==> config.mk <==
export PLATFORM = sky130hd
export DESIGN_NAME = riff_wave_header_parser_unit
export DESIGN_NICKNAME = d
export VERILOG_FILES = /design/src/hdl/rwhp_pkg.sv /design/src/hdl/rwhp_core.sv /design/src/hdl/riff_wave_header_parser_unit.sv
export SDC_FILE = /design/constraint.sdc
export NUM_CORES = 1
export LEC_CHECK = 0
export ABC_AREA = 1
export BUFFER_PORTS_ARGS = -buffer_cell sky130_fd_sc_hd__buf_4
export CORE_UTILIZATION = 40
export CTS_CLUSTER_DIAMETER = 200
export DETAILED_ROUTE_END_ITERATION = 8
export PLACE_DENSITY_LB_ADDON = 0.25
export SYNTH_ARGS = -nofsm -noshare
export SYNTH_HDL_FRONTEND = slang
export SYNTH_HIERARCHICAL = 1
export SYNTH_SLANG_ARGS = --single-unit
==> constraint.sdc <==
create_clock -name aclk -period 23.5 [get_ports aclk]
set_input_delay 4.7 -clock aclk [delete_from_list [all_inputs] [get_ports aclk]]
set_output_delay 4.7 -clock aclk [all_outputs]
set_load 0.02 [all_outputs]
==> src/hdl/rwhp_pkg.sv <==
// shared types and constants for the riff wave header parser
`default_nettype none
package rwhp_pkg;

    typedef enum logic [2:0] {
        PH_IDLE,
        PH_HDR,
        PH_CHDR,
        PH_FMT,
        PH_SKIP,
        PH_DONE
    } phase_t;

    typedef enum logic [1:0] {
        ST_OK       = 2'd0,
        ST_NOT_WAVE = 2'd1,
        ST_MISSING  = 2'd2,
        ST_NOT_PCM  = 2'd3
    } hdr_status_t;

    localparam logic [31:0] TAG_RIFF = 32'h5249_4646;
    localparam logic [31:0] TAG_WAVE = 32'h5741_5645;
    localparam logic [31:0] TAG_FMT  = 32'h666D_7420;
    localparam logic [31:0] TAG_DATA = 32'h6461_7461;

    localparam logic [31:0] FMT_PCM_LENGTH = 32'd18;
    localparam logic [15:0] FMT_PCM_TAG    = 16'd1;
    localparam logic [15:0] EIGHT_BITS     = 16'd8;
    localparam logic [32:0] RIFF_HDR_BYTES = 33'd12;

    typedef struct packed {
        hdr_status_t status;
        logic [15:0] channel_count;
        logic [31:0] sample_rate;
        logic [15:0] bits_per_sample;
        logic [31:0] data_offset;
        logic        unsigned_eight;
    } result_t;

endpackage
`default_nettype wire

==> src/hdl/rwhp_core.sv <==
// byte-wise chunk walker: parse state and the result of the current byte
`default_nettype none
module rwhp_core (
    input  wire logic             aclk,
    input  wire logic             aresetn,
    input  wire logic             step,
    input  wire logic [7:0]       data_byte,
    input  wire logic             start_of_file,
    input  wire logic             end_of_buffer,
    output logic                  res_valid,
    output rwhp_pkg::result_t     res
);
    import rwhp_pkg::*;

    phase_t      phase_reg, phase_next;
    logic [4:0]  fc_reg, fc_next;
    logic [33:0] here_reg, here_next;
    logic        hbad_reg, hbad_next;
    logic        fseen_reg, fseen_next;
    logic [23:0] tag_reg, tag_next;
    logic [23:0] riff_reg, riff_next;
    logic [32:0] riff_end_reg, riff_end_next;
    logic [23:0] len_reg, len_next;
    logic [33:0] base_reg, base_next;
    logic        kind_fmt_reg, kind_fmt_next;
    logic        fmt_ok_reg, fmt_ok_next;
    logic [34:0] fmt_end_reg, fmt_end_next;
    logic [32:0] skip_reg, skip_next;
    logic [15:0] ftag_reg, ftag_next;
    logic [15:0] chan_reg, chan_next;
    logic [31:0] rate_reg, rate_next;
    logic [15:0] bits_reg, bits_next;
    logic [7:0]  extra_lo_reg, extra_lo_next;

    phase_t      ph;
    logic [4:0]  fc;
    logic [33:0] here;
    logic        hbad;
    logic        fseen;
    logic [31:0] tag;
    logic [31:0] len_full;
    logic [34:0] len_sum;
    logic        gn_do;
    logic [34:0] gn_target;
    logic [34:0] gn_skip;
    logic        emit;
    hdr_status_t st;
    logic [31:0] off;
    logic        ok;

    always_ff @(posedge aclk) begin
        if (!aresetn) begin
            phase_reg <= PH_IDLE;
            fc_reg    <= '0;
            hbad_reg  <= 1'b0;
            fseen_reg <= 1'b0;
            here_reg  <= 34'd1;
        end else if (step) begin
            phase_reg <= phase_next;
            fc_reg    <= fc_next;
            hbad_reg  <= hbad_next;
            fseen_reg <= fseen_next;
            here_reg  <= here_next;
        end
    end

    always_ff @(posedge aclk) begin
        if (step) begin
            tag_reg      <= tag_next;
            riff_reg     <= riff_next;
            riff_end_reg <= riff_end_next;
            len_reg      <= len_next;
            base_reg     <= base_next;
            kind_fmt_reg <= kind_fmt_next;
            fmt_ok_reg   <= fmt_ok_next;
            fmt_end_reg  <= fmt_end_next;
            skip_reg     <= skip_next;
            ftag_reg     <= ftag_next;
            chan_reg     <= chan_next;
            rate_reg     <= rate_next;
            bits_reg     <= bits_next;
            extra_lo_reg <= extra_lo_next;
        end
    end

    always_comb begin
        // a start of file restarts from any phase
        ph    = start_of_file ? PH_HDR : phase_reg;
        fc    = start_of_file ? 5'd0 : fc_reg;
        here  = start_of_file ? 34'd1 : here_reg;
        hbad  = start_of_file ? 1'b0 : hbad_reg;
        fseen = start_of_file ? 1'b0 : fseen_reg;

        tag      = {tag_reg, data_byte};
        len_full = {data_byte, len_reg};
        len_sum  = {1'b0, base_reg} + {3'd0, len_full};

        phase_next    = ph;
        fc_next       = fc;
        here_next     = here;
        hbad_next     = hbad;
        fseen_next    = fseen;
        tag_next      = tag_reg;
        riff_next     = riff_reg;
        riff_end_next = riff_end_reg;
        len_next      = len_reg;
        base_next     = base_reg;
        kind_fmt_next = kind_fmt_reg;
        fmt_ok_next   = fmt_ok_reg;
        fmt_end_next  = fmt_end_reg;
        skip_next     = skip_reg;
        ftag_next     = ftag_reg;
        chan_next     = chan_reg;
        rate_next     = rate_reg;
        bits_next     = bits_reg;
        extra_lo_next = extra_lo_reg;

        gn_do     = 1'b0;
        gn_target = '0;
        gn_skip   = '0;
        emit      = 1'b0;
        st        = ST_OK;
        off       = '0;

        if (ph != PH_IDLE && ph != PH_DONE) begin
            tag_next  = tag[23:0];
            here_next = here + 34'd1;
            fc_next   = fc + 5'd1;

            unique case (ph)
                PH_HDR: begin
                    if (fc == 5'd3 && tag != TAG_RIFF) hbad_next = 1'b1;
                    if (fc == 5'd4) riff_next[7:0]   = data_byte;
                    if (fc == 5'd5) riff_next[15:8]  = data_byte;
                    if (fc == 5'd6) riff_next[23:16] = data_byte;
                    if (fc == 5'd7) riff_end_next = {1'b0, data_byte, riff_reg} + 33'd8;
                    if (fc == 5'd11) begin
                        if (hbad || tag != TAG_WAVE) begin
                            emit = 1'b1;
                            st   = ST_NOT_WAVE;
                        end else if (riff_end_reg <= RIFF_HDR_BYTES) begin
                            emit = 1'b1;
                            st   = ST_MISSING;
                        end else begin
                            phase_next = PH_CHDR;
                            fc_next    = '0;
                            base_next  = 34'd20;
                        end
                    end
                end
                PH_CHDR: begin
                    if (fc == 5'd3 && tag == TAG_DATA) begin
                        emit = 1'b1;
                        off  = base_reg[31:0];
                        if (!fseen)          st = ST_MISSING;
                        else if (!fmt_ok_reg || ftag_reg != FMT_PCM_TAG) st = ST_NOT_PCM;
                        else                 st = ST_OK;
                    end else begin
                        if (fc == 5'd3) kind_fmt_next = (tag == TAG_FMT) && !fseen;
                        if (fc == 5'd4) len_next[7:0]   = data_byte;
                        if (fc == 5'd5) len_next[15:8]  = data_byte;
                        if (fc == 5'd6) len_next[23:16] = data_byte;
                        if (fc == 5'd7) begin
                            if (kind_fmt_reg) begin
                                fseen_next   = 1'b1;
                                fmt_ok_next  = (len_full == FMT_PCM_LENGTH);
                                fmt_end_next = len_sum;
                                phase_next   = PH_FMT;
                                fc_next      = '0;
                            end else begin
                                gn_do     = 1'b1;
                                gn_target = len_sum;
                            end
                        end
                    end
                end
                PH_FMT: begin
                    case (fc)
                        5'd0:  ftag_next[7:0]   = data_byte;
                        5'd1:  ftag_next[15:8]  = data_byte;
                        5'd2:  chan_next[7:0]   = data_byte;
                        5'd3:  chan_next[15:8]  = data_byte;
                        5'd4:  rate_next[7:0]   = data_byte;
                        5'd5:  rate_next[15:8]  = data_byte;
                        5'd6:  rate_next[23:16] = data_byte;
                        5'd7:  rate_next[31:24] = data_byte;
                        5'd14: bits_next[7:0]   = data_byte;
                        5'd15: bits_next[15:8]  = data_byte;
                        5'd16: extra_lo_next    = data_byte;
                        5'd17: begin
                            gn_do     = 1'b1;
                            gn_target = fmt_end_reg + {19'd0, data_byte, extra_lo_reg};
                        end
                        default: ;
                    endcase
                end
                PH_SKIP: begin
                    skip_next = skip_reg - 33'd1;
                    if (skip_next == '0) begin
                        phase_next = PH_CHDR;
                        fc_next    = '0;
                        base_next  = here + 34'd8;
                    end
                end
                default: ;
            endcase

            // move on to the next chunk, or stop at the riff end or when the next chunk lies behind this byte
            if (gn_do) begin
                gn_skip = gn_target - {1'b0, here};
                if (gn_target >= {2'd0, riff_end_reg}) begin
                    emit = 1'b1;
                    st   = ST_MISSING;
                end else if (gn_target < {1'b0, here}) begin
                    emit = 1'b1;
                    st   = ST_NOT_PCM;
                end else if (gn_skip == '0) begin
                    phase_next = PH_CHDR;
                    fc_next    = '0;
                    base_next  = gn_target[33:0] + 34'd8;
                end else begin
                    phase_next = PH_SKIP;
                    skip_next  = gn_skip[32:0];
                end
            end

            if (!emit && end_of_buffer) begin
                emit = 1'b1;
                st   = (phase_next == PH_HDR) ? ST_NOT_WAVE : ST_MISSING;
            end

            if (emit) phase_next = PH_DONE;
        end

        ok                  = (st == ST_OK);
        res_valid           = emit;
        res.status          = st;
        res.channel_count   = ok ? chan_reg : '0;
        res.sample_rate     = ok ? rate_reg : '0;
        res.bits_per_sample = ok ? bits_reg : '0;
        res.data_offset     = off;
        res.unsigned_eight  = ok && (bits_reg == EIGHT_BITS);
    end

endmodule
`default_nettype wire

==> src/hdl/riff_wave_header_parser_unit.sv <==
// top level of the riff wave header parser with the result register
//
// s_ channel: one file byte per beat. s_tdata carries the byte, s_tuser
// flags the first byte of a new file (restarts the parser from any point),
// s_tlast flags the last byte available in the buffer.
// m_ channel: at most one result per file, on the beat that carries the tag
// of the data chunk, or when the riff size or the buffer runs out, or on a
// bad header. The status says accepted, not riff wave, fmt or data missing,
// or fmt not pcm; format fields are zero unless accepted.
// result: registered, on m_ in the cycle after the byte that causes it.
// throughput: one byte per cycle while s_tready is high; each byte is one pass
// through the chunk walker between the parse state registers and the result register.
// bytes before a first start of file or after a result are dropped.
// reset: aresetn low waits for a start of file and drops any held result.
// stall: a held result still lets the next byte in when m_tready is high in
// the same cycle; otherwise s_tready drops until the result is taken.
`default_nettype none
module riff_wave_header_parser_unit (
    input  wire logic         aclk,
    input  wire logic         aresetn,
    input  wire logic         s_tvalid,
    output logic              s_tready,
    input  wire logic [7:0]   s_tdata,   // data_byte
    input  wire logic         s_tlast,   // end_of_buffer
    input  wire logic [0:0]   s_tuser,   // start_of_file
    output logic              m_tvalid,
    input  wire logic         m_tready,
    output logic [103:0]      m_tdata    // status, channel_count, sample_rate,
                                         // bits_per_sample, data_offset,
                                         // unsigned_eight, zero pad
);
    import rwhp_pkg::*;

    logic    step;
    logic    res_valid;
    result_t res;
    logic    m_valid_reg, m_valid_next;
    result_t m_res_reg, m_res_next;

    assign s_tready = !m_valid_reg || m_tready;
    assign step     = s_tvalid && s_tready;

    rwhp_core u_core (
        .aclk          (aclk),
        .aresetn       (aresetn),
        .step          (step),
        .data_byte     (s_tdata),
        .start_of_file (s_tuser[0]),
        .end_of_buffer (s_tlast),
        .res_valid     (res_valid),
        .res           (res)
    );

    always_comb begin
        m_valid_next = m_valid_reg;
        m_res_next   = m_res_reg;
        if (m_valid_reg && m_tready) m_valid_next = 1'b0;
        if (step && res_valid) begin
            m_valid_next = 1'b1;
            m_res_next   = res;
        end
    end

    always_ff @(posedge aclk) begin
        if (!aresetn) begin
            m_valid_reg <= 1'b0;
        end else begin
            m_valid_reg <= m_valid_next;
        end
    end

    always_ff @(posedge aclk) begin
        m_res_reg <= m_res_next;
    end

    assign m_tvalid = m_valid_reg;
    assign m_tdata  = {5'd0, m_res_reg.unsigned_eight, m_res_reg.data_offset,
                       m_res_reg.bits_per_sample, m_res_reg.sample_rate,
                       m_res_reg.channel_count, m_res_reg.status};

endmodule
`default_nettype wire

# Yosys cells after proc, flatten, opt, wreduce, memory -nomap -nowiden
# Index checks and enable logic that the tools add are counted.
# op_classes
addsub	9
order_cmp	3
eq_ne	25
n_mux	95
bitwise_logic	1
reduce_logical	44
# ops
cell	n
$mux W34	10
$mux W35	5
$mux W33	5
$pmux W35 S2	1
$add A34 B4 Y34 const B	2
$pmux W34 S2	1
$mux W5	13
$eq A32 B31 Y1 const B	2
$ne A32 B31 Y1 const B	2
$reduce_and A4 Y1	15
$mux W3	15
$add A34 B32 Y35	1
$add A35 B16 Y35	1
$ge A35 B33 Y1	1
$logic_not A35 Y1	1
$lt A35 B34 Y1	1
$sub A35 B34 Y35	1
$add A34 B1 Y34 const B	1
$add A32 B4 Y33 const B	1
$le A33 B4 Y1 const B	1
$logic_not A33 Y1	1
$sub A33 B1 Y33 const B	1
$eq A32 B5 Y1 const B	1
$mux W1	28
29 further kinds	66
# totals
regBits	441
input_bits	14
output_inout_bits	106
elab_cells	213

# Longest topological paths before layout
# depth
depth_word	19
ltp_mapped	41
ltp_nobuf	38

# By module
# Netlist, hierarchy kept.
# by_module_without_submodules
mod	instances	cells_per_inst	area_each_um2
rwhp_core	1	3462	25423.1
riff_wave_header_parser_unit	1	116	3085.5

# Least setup slack after synthesis
# OpenSTA, ideal clock, no wires.
# synth_path
kind	input-to-reg
startpoint	input s_tuser
endpoint	register u_core.fmt_end_reg[0] (enable)
setup_time_ps	519
arrival_time_ps	14201
t_required_ps	22981
setup_slack_ps	8779
cell_stages	10
n_path_buf	2
cell_sequence	buf_6 > clkbuf_1 > nor2_1 > inv_1 > nor2_1 > a21oi_1 > inv_1 > nor2_1 > inv_1 > nor4_1
# synth_between
elab_chain_cells	5
# synth_rtl
item	line_no	rtl
from (decl)	riff_wave_header_parser_unit.sv:25	input wire logic [0:0] s_tuser,
$mux W5	rwhp_core.sv:89	fc = start_of_file ? 5'd0 : fc_reg;
$eq A5 B2 Y1	rwhp_core.sv:152	if (fc == 5'd3 && tag == TAG_DATA) begin
$logic_and A1 B1 Y1	rwhp_core.sv:152	
$not A1 Y1 (no line)	n/a	
$reduce_and A6 Y1 (no line) (*)	n/a	
to (signal assigned)	rwhp_core.sv:76	fmt_end_reg <= fmt_end_next;
to (decl)	rwhp_core.sv:27	logic [34:0] fmt_end_reg, fmt_end_next;
# Every way passes the cells marked *; elsewhere a longest branch is shown, timed or not.
# A chain may end at the register's enable or synchronous reset.

# Worst setup path after layout
# layout_path
startpoint	input s_tuser
endpoint	register m_res_reg (netlist bit m_tdata[86]) (enable)
# layout_between
elab_chain_cells	17
# layout_rtl
item	line_no	rtl
$mux W5	rwhp_core.sv:89	
$eq A5 B3 Y1 / $eq A5 B2 Y1 (equally long branches)	rwhp_core.sv:163, rwhp_core.sv:152	
$mux W35 / $logic_and A1 B1 Y1 (equally long branches)	rwhp_core.sv:163, rwhp_core.sv:152	
$mux W35	rwhp_core.sv:152	
$pmux W35 S2	rwhp_core.sv:130	unique case (ph)
$mux W35	rwhp_core.sv:125	if (ph != PH_IDLE && ph != PH_DONE) begin
$lt A35 B34 Y1	rwhp_core.sv:214	end else if (gn_target < {1'b0, here}) begin
$mux W1	rwhp_core.sv:214	
(+2 left out)	n/a	
$mux W1	rwhp_core.sv:125	
$logic_not A1 Y1	rwhp_core.sv:227	if (!emit && end_of_buffer) begin
$logic_and A1 B1 Y1	rwhp_core.sv:227	
$mux W1	rwhp_core.sv:227	
$mux W1	rwhp_core.sv:125	
$mux W1 (*)	rwhp_core.sv:125	
net res_valid	riff_wave_header_parser_unit.sv:35	logic res_valid;
$logic_and A1 B1 Y1 (*)	riff_wave_header_parser_unit.sv:58	if (step && res_valid) begin
to (signal assigned)	riff_wave_header_parser_unit.sv:73	m_res_reg <= m_res_next;
to (decl)	riff_wave_header_parser_unit.sv:38	result_t m_res_reg, m_res_next;
# Mark *: on every way through the listed nets, which the timed path passes. The rest lies on a longest branch. The select of a mux whose other input is x is not followed.

==> reports/qor.txt <==
First-pass DRT Iterations: 6
Worst Tran Pin Value: 1.307 ns
F_max: 88.57 MHz
Sw frac: 27.06%
Critical Path Fanout Max: 59
Worst slack, placed: 11.75 ns
Crit path buffers/inverters: 10
Remaining DRCs: 0
Via Count: 25297
Clock sink count: 441
Die H: 269.0 um
Mux share of post-synthesis cell area: 0.03511%
CTS Root Cell: clkbuf_16
Cell area after synthesis: 28510 um2
Status: complete, no violations
Boundary Pins: 120
Worst-Skew Late Latency: 0.63 ns
CTS clock-pin slew for the worst setup and hold paths: 0.06 ns
Clock share of power: 41.3%
Reg2reg setup slack: 16.21 ns
H-Tree Level Count: 2
Crit end category: register
Cell count after synthesis: 3578
Compound-Gate Fraction of Synth Area: 8.111%
Largest family of logic cells by synthesized area: simple AND/OR/NAND/NOR gates
Worst R2R Path Depth: 31
Share of cells above drive strength 1: 9.103%
Initial core utilization: 40.57%
P_int: 0.001407 W
RR Endpoint: m_tdata[86]$_DFFE_PP_
Worst vdd ir: 0.05976 mV
Hold EP: u_core/riff_end_reg[1]$_DFFE_PP_
Top cells by count, synth: nand2_1, inv_1, nor2_1
Simple-gate share of the synthesized area: 27.85%
Flop pwr share: 47.2%
Net count, final: 3848
Seq cells post-synth: 441
Worst EP required: 23.75 ns
Total gr overflow: 0
CTS tree: built
WHS Path Cells: 0
FILL cells: 6990
RSZ-0062 raised after global routing: no
Largest net degree at the start of global routing: 68
Die Wd: 269.0 um
Avg Vias per Cell: 5.385
Synth cell types: 67
Prevailing post-synth register cell: edfxtp_1
Area Growth Syn to Fin: 12.78%
GP Congestion: 1.075
Mapped Avg Cell Area: 7.968 um2
I/O Buffers: 114
Rel. slew slack: 12.54%
Iter 0 DRT Violations: 2682
Initial antenna violation count: 6
Slew Viols, Final: 0
Sw Pwr: 0.0005222 W
Final setup violation count: 0
Full die area: 72340 um2
Core region area: 70270 um2
Max Buffers Root-to-Sink: 3
Area contributors post-synth: edfxtp_1, nand2_1, inv_1, nor2_1, ha_1
Number of flops mapped to enable cells by yosys: 396
Final Cycle Share: 48.04%
Top-count cell post-synth: nand2_1
Comb power frac: 11.5%
Max stage delay on crit path: 1.00 ns
Gr usage total: 27.89%
WS Path Type: input pin to register
Post-synthesis adder-cell area fraction: 5.258%
First-pass GRT wire length: 148900 um
P_leak: 13.83 nW
Total of max-cap violations: 0
Setup WS post-layout: 12.21 ns
CP Data Arrival Time: 11.54 ns
Post-route ant nets: 0
Total power: 0.001930 W
Core Rows: 97
Ys Warns: 6
Async set or reset register ratio after synthesis: 0%
Most used cell, CP: nand2_1
Pwr per Cell Area: 60.02 nW/um2
Vias in the first global route: 23597
Final WL: 100900 um
Cts bufs inserted: 50
Synth top area share: 41.71%
WL/cell: 21.49 um
Resize count post-CTS: 0
Seq/Total Area, Yosys: 44.87%
Worst Setup Start Kind: input pin
Period minus WS final: 11.29 ns
Synth area leader: edfxtp_1
Hold buffers post-CTS: 0
Post-Synth XOR/XNOR Area: 4.363%
Max FFs per register: 99
Reg2Reg Launch Point: u_core/extra_lo_reg[0]$_DFFE_PP_
Slowest CP cell: o21ai_0
Worst min path class: register to register
Setup_tns: 0 ns
CP top delay family: buffers and inverters
Hold wc startpoint: u_core/riff_reg[1]$_DFFE_PP_
Final-report hold violation count: 0
Setup Skew: 0.04474 ns
Postcts setup bufs: 0
Dpl hpwl: 78470 um
[worst max-delay path by stage]
| stage | startpoint | to | cells past startpoint |
|---|---|---|---|
| 2_1_floorplan | s_tuser | u_core/fmt_end_reg[0]$_DFFE_PP_ | 10 |
| 3_3_place_gp | s_tuser | m_tdata[85]$_DFFE_PP_ | 30 |
| 3_5_place_dp | s_tuser | u_core/skip_reg[8]$_DFFE_PP_ | 33 |
| 4_1_cts | s_tuser | u_core/skip_reg[25]$_DFFE_PP_ | 32 |
| 5_1_grt | s_tuser | u_core/skip_reg[8]$_DFFE_PP_ | 33 |
| 6_report | s_tuser | m_tdata[86]$_DFFE_PP_ | 30 |
[power by group through the flow]
stage | logic (W) | clock network, W | registers (W)
after floorplan | 0.000134 | 0 | 0.000930
after global placement | 0.000218 | 0 | 0.000927
after detailed placement | 0.000218 | 0 | 0.000927
after CTS | 0.000219 | 0.000814 | 0.000910
after global routing | 0.000243 | 0.000842 | 0.000913
final | 0.000221 | 0.000797 | 0.000911
[kinds of logic after synthesis]
| logic type | after synthesis |
|---|---|
| adders and majority gates | 118 |
| muxes | 1 |
| and+or+nand+nor | 1785 |
| DFF | 441 |
| AOI/OAI and AO/OA | 402 |
| other | 1 |
| buffers and inverters | 688 |
| xor gates and xnor gates | 142 |
[layer usage]
metal	vias to the layer above	track usage [%]	wire length (um)
met5	-	0	23
li1	12112	-	-
met1	11945	39.51	44800
met4	4	8.922	3444
met3	182	5.123	8886
met2	1054	42.86	43790
[placed cells by master (no fill, tap or decap), types with 18 or more instances in the layout]
cell,instances
o21ai_1,28
nor4_1,43
nand4_1,90
nand2_1,701
nor3_1,101
inv_1,610
clkbuf_16,50
xnor2_1,32
nand3_1,221
ha_1,115
o21ai_0,100
xor2_1,110
nor2_1,497
edfxtp_1,396
dfxtp_1,45
a21oi_1,162
nand2_2,22
or2_2,18
buf_4,145
[cell type report]
| class | instances | area (um2) | share of cell area, % |
|---|---|---|---|
| Antenna cell | 1 | 2.502 | 0.007783 |
| Clock buffer | 55 | 1280 | 3.981 |
| Clock inverter | 38 | 390.4 | 1.214 |
| Inverter | 625 | 2351 | 7.312 |
| Multi-Input combinational cell | 2453 | 13070 | 40.66 |
| Sequential cell | 441 | 12790 | 39.79 |
| Tap cell | 940 | 1176 | 3.658 |
| Timing Repair Buffer | 145 | 1089 | 3.385 |
[stage by stage]
stage	instance area (um2)	hold slack [ns]	cells	util [%]
3_5_place_dp	30480	0.4098	4604	43.38
6_report	32150	0.4226	4698	45.76
3_3_place_gp	30480	0.4024	4604	43.38
2_1_floorplan	28520	0.4003	3582	-
5_1_grt	32150	0.4263	4697	45.75
4_1_cts	32150	0.4244	4697	45.75
Power figures use the tool's default switching activity.
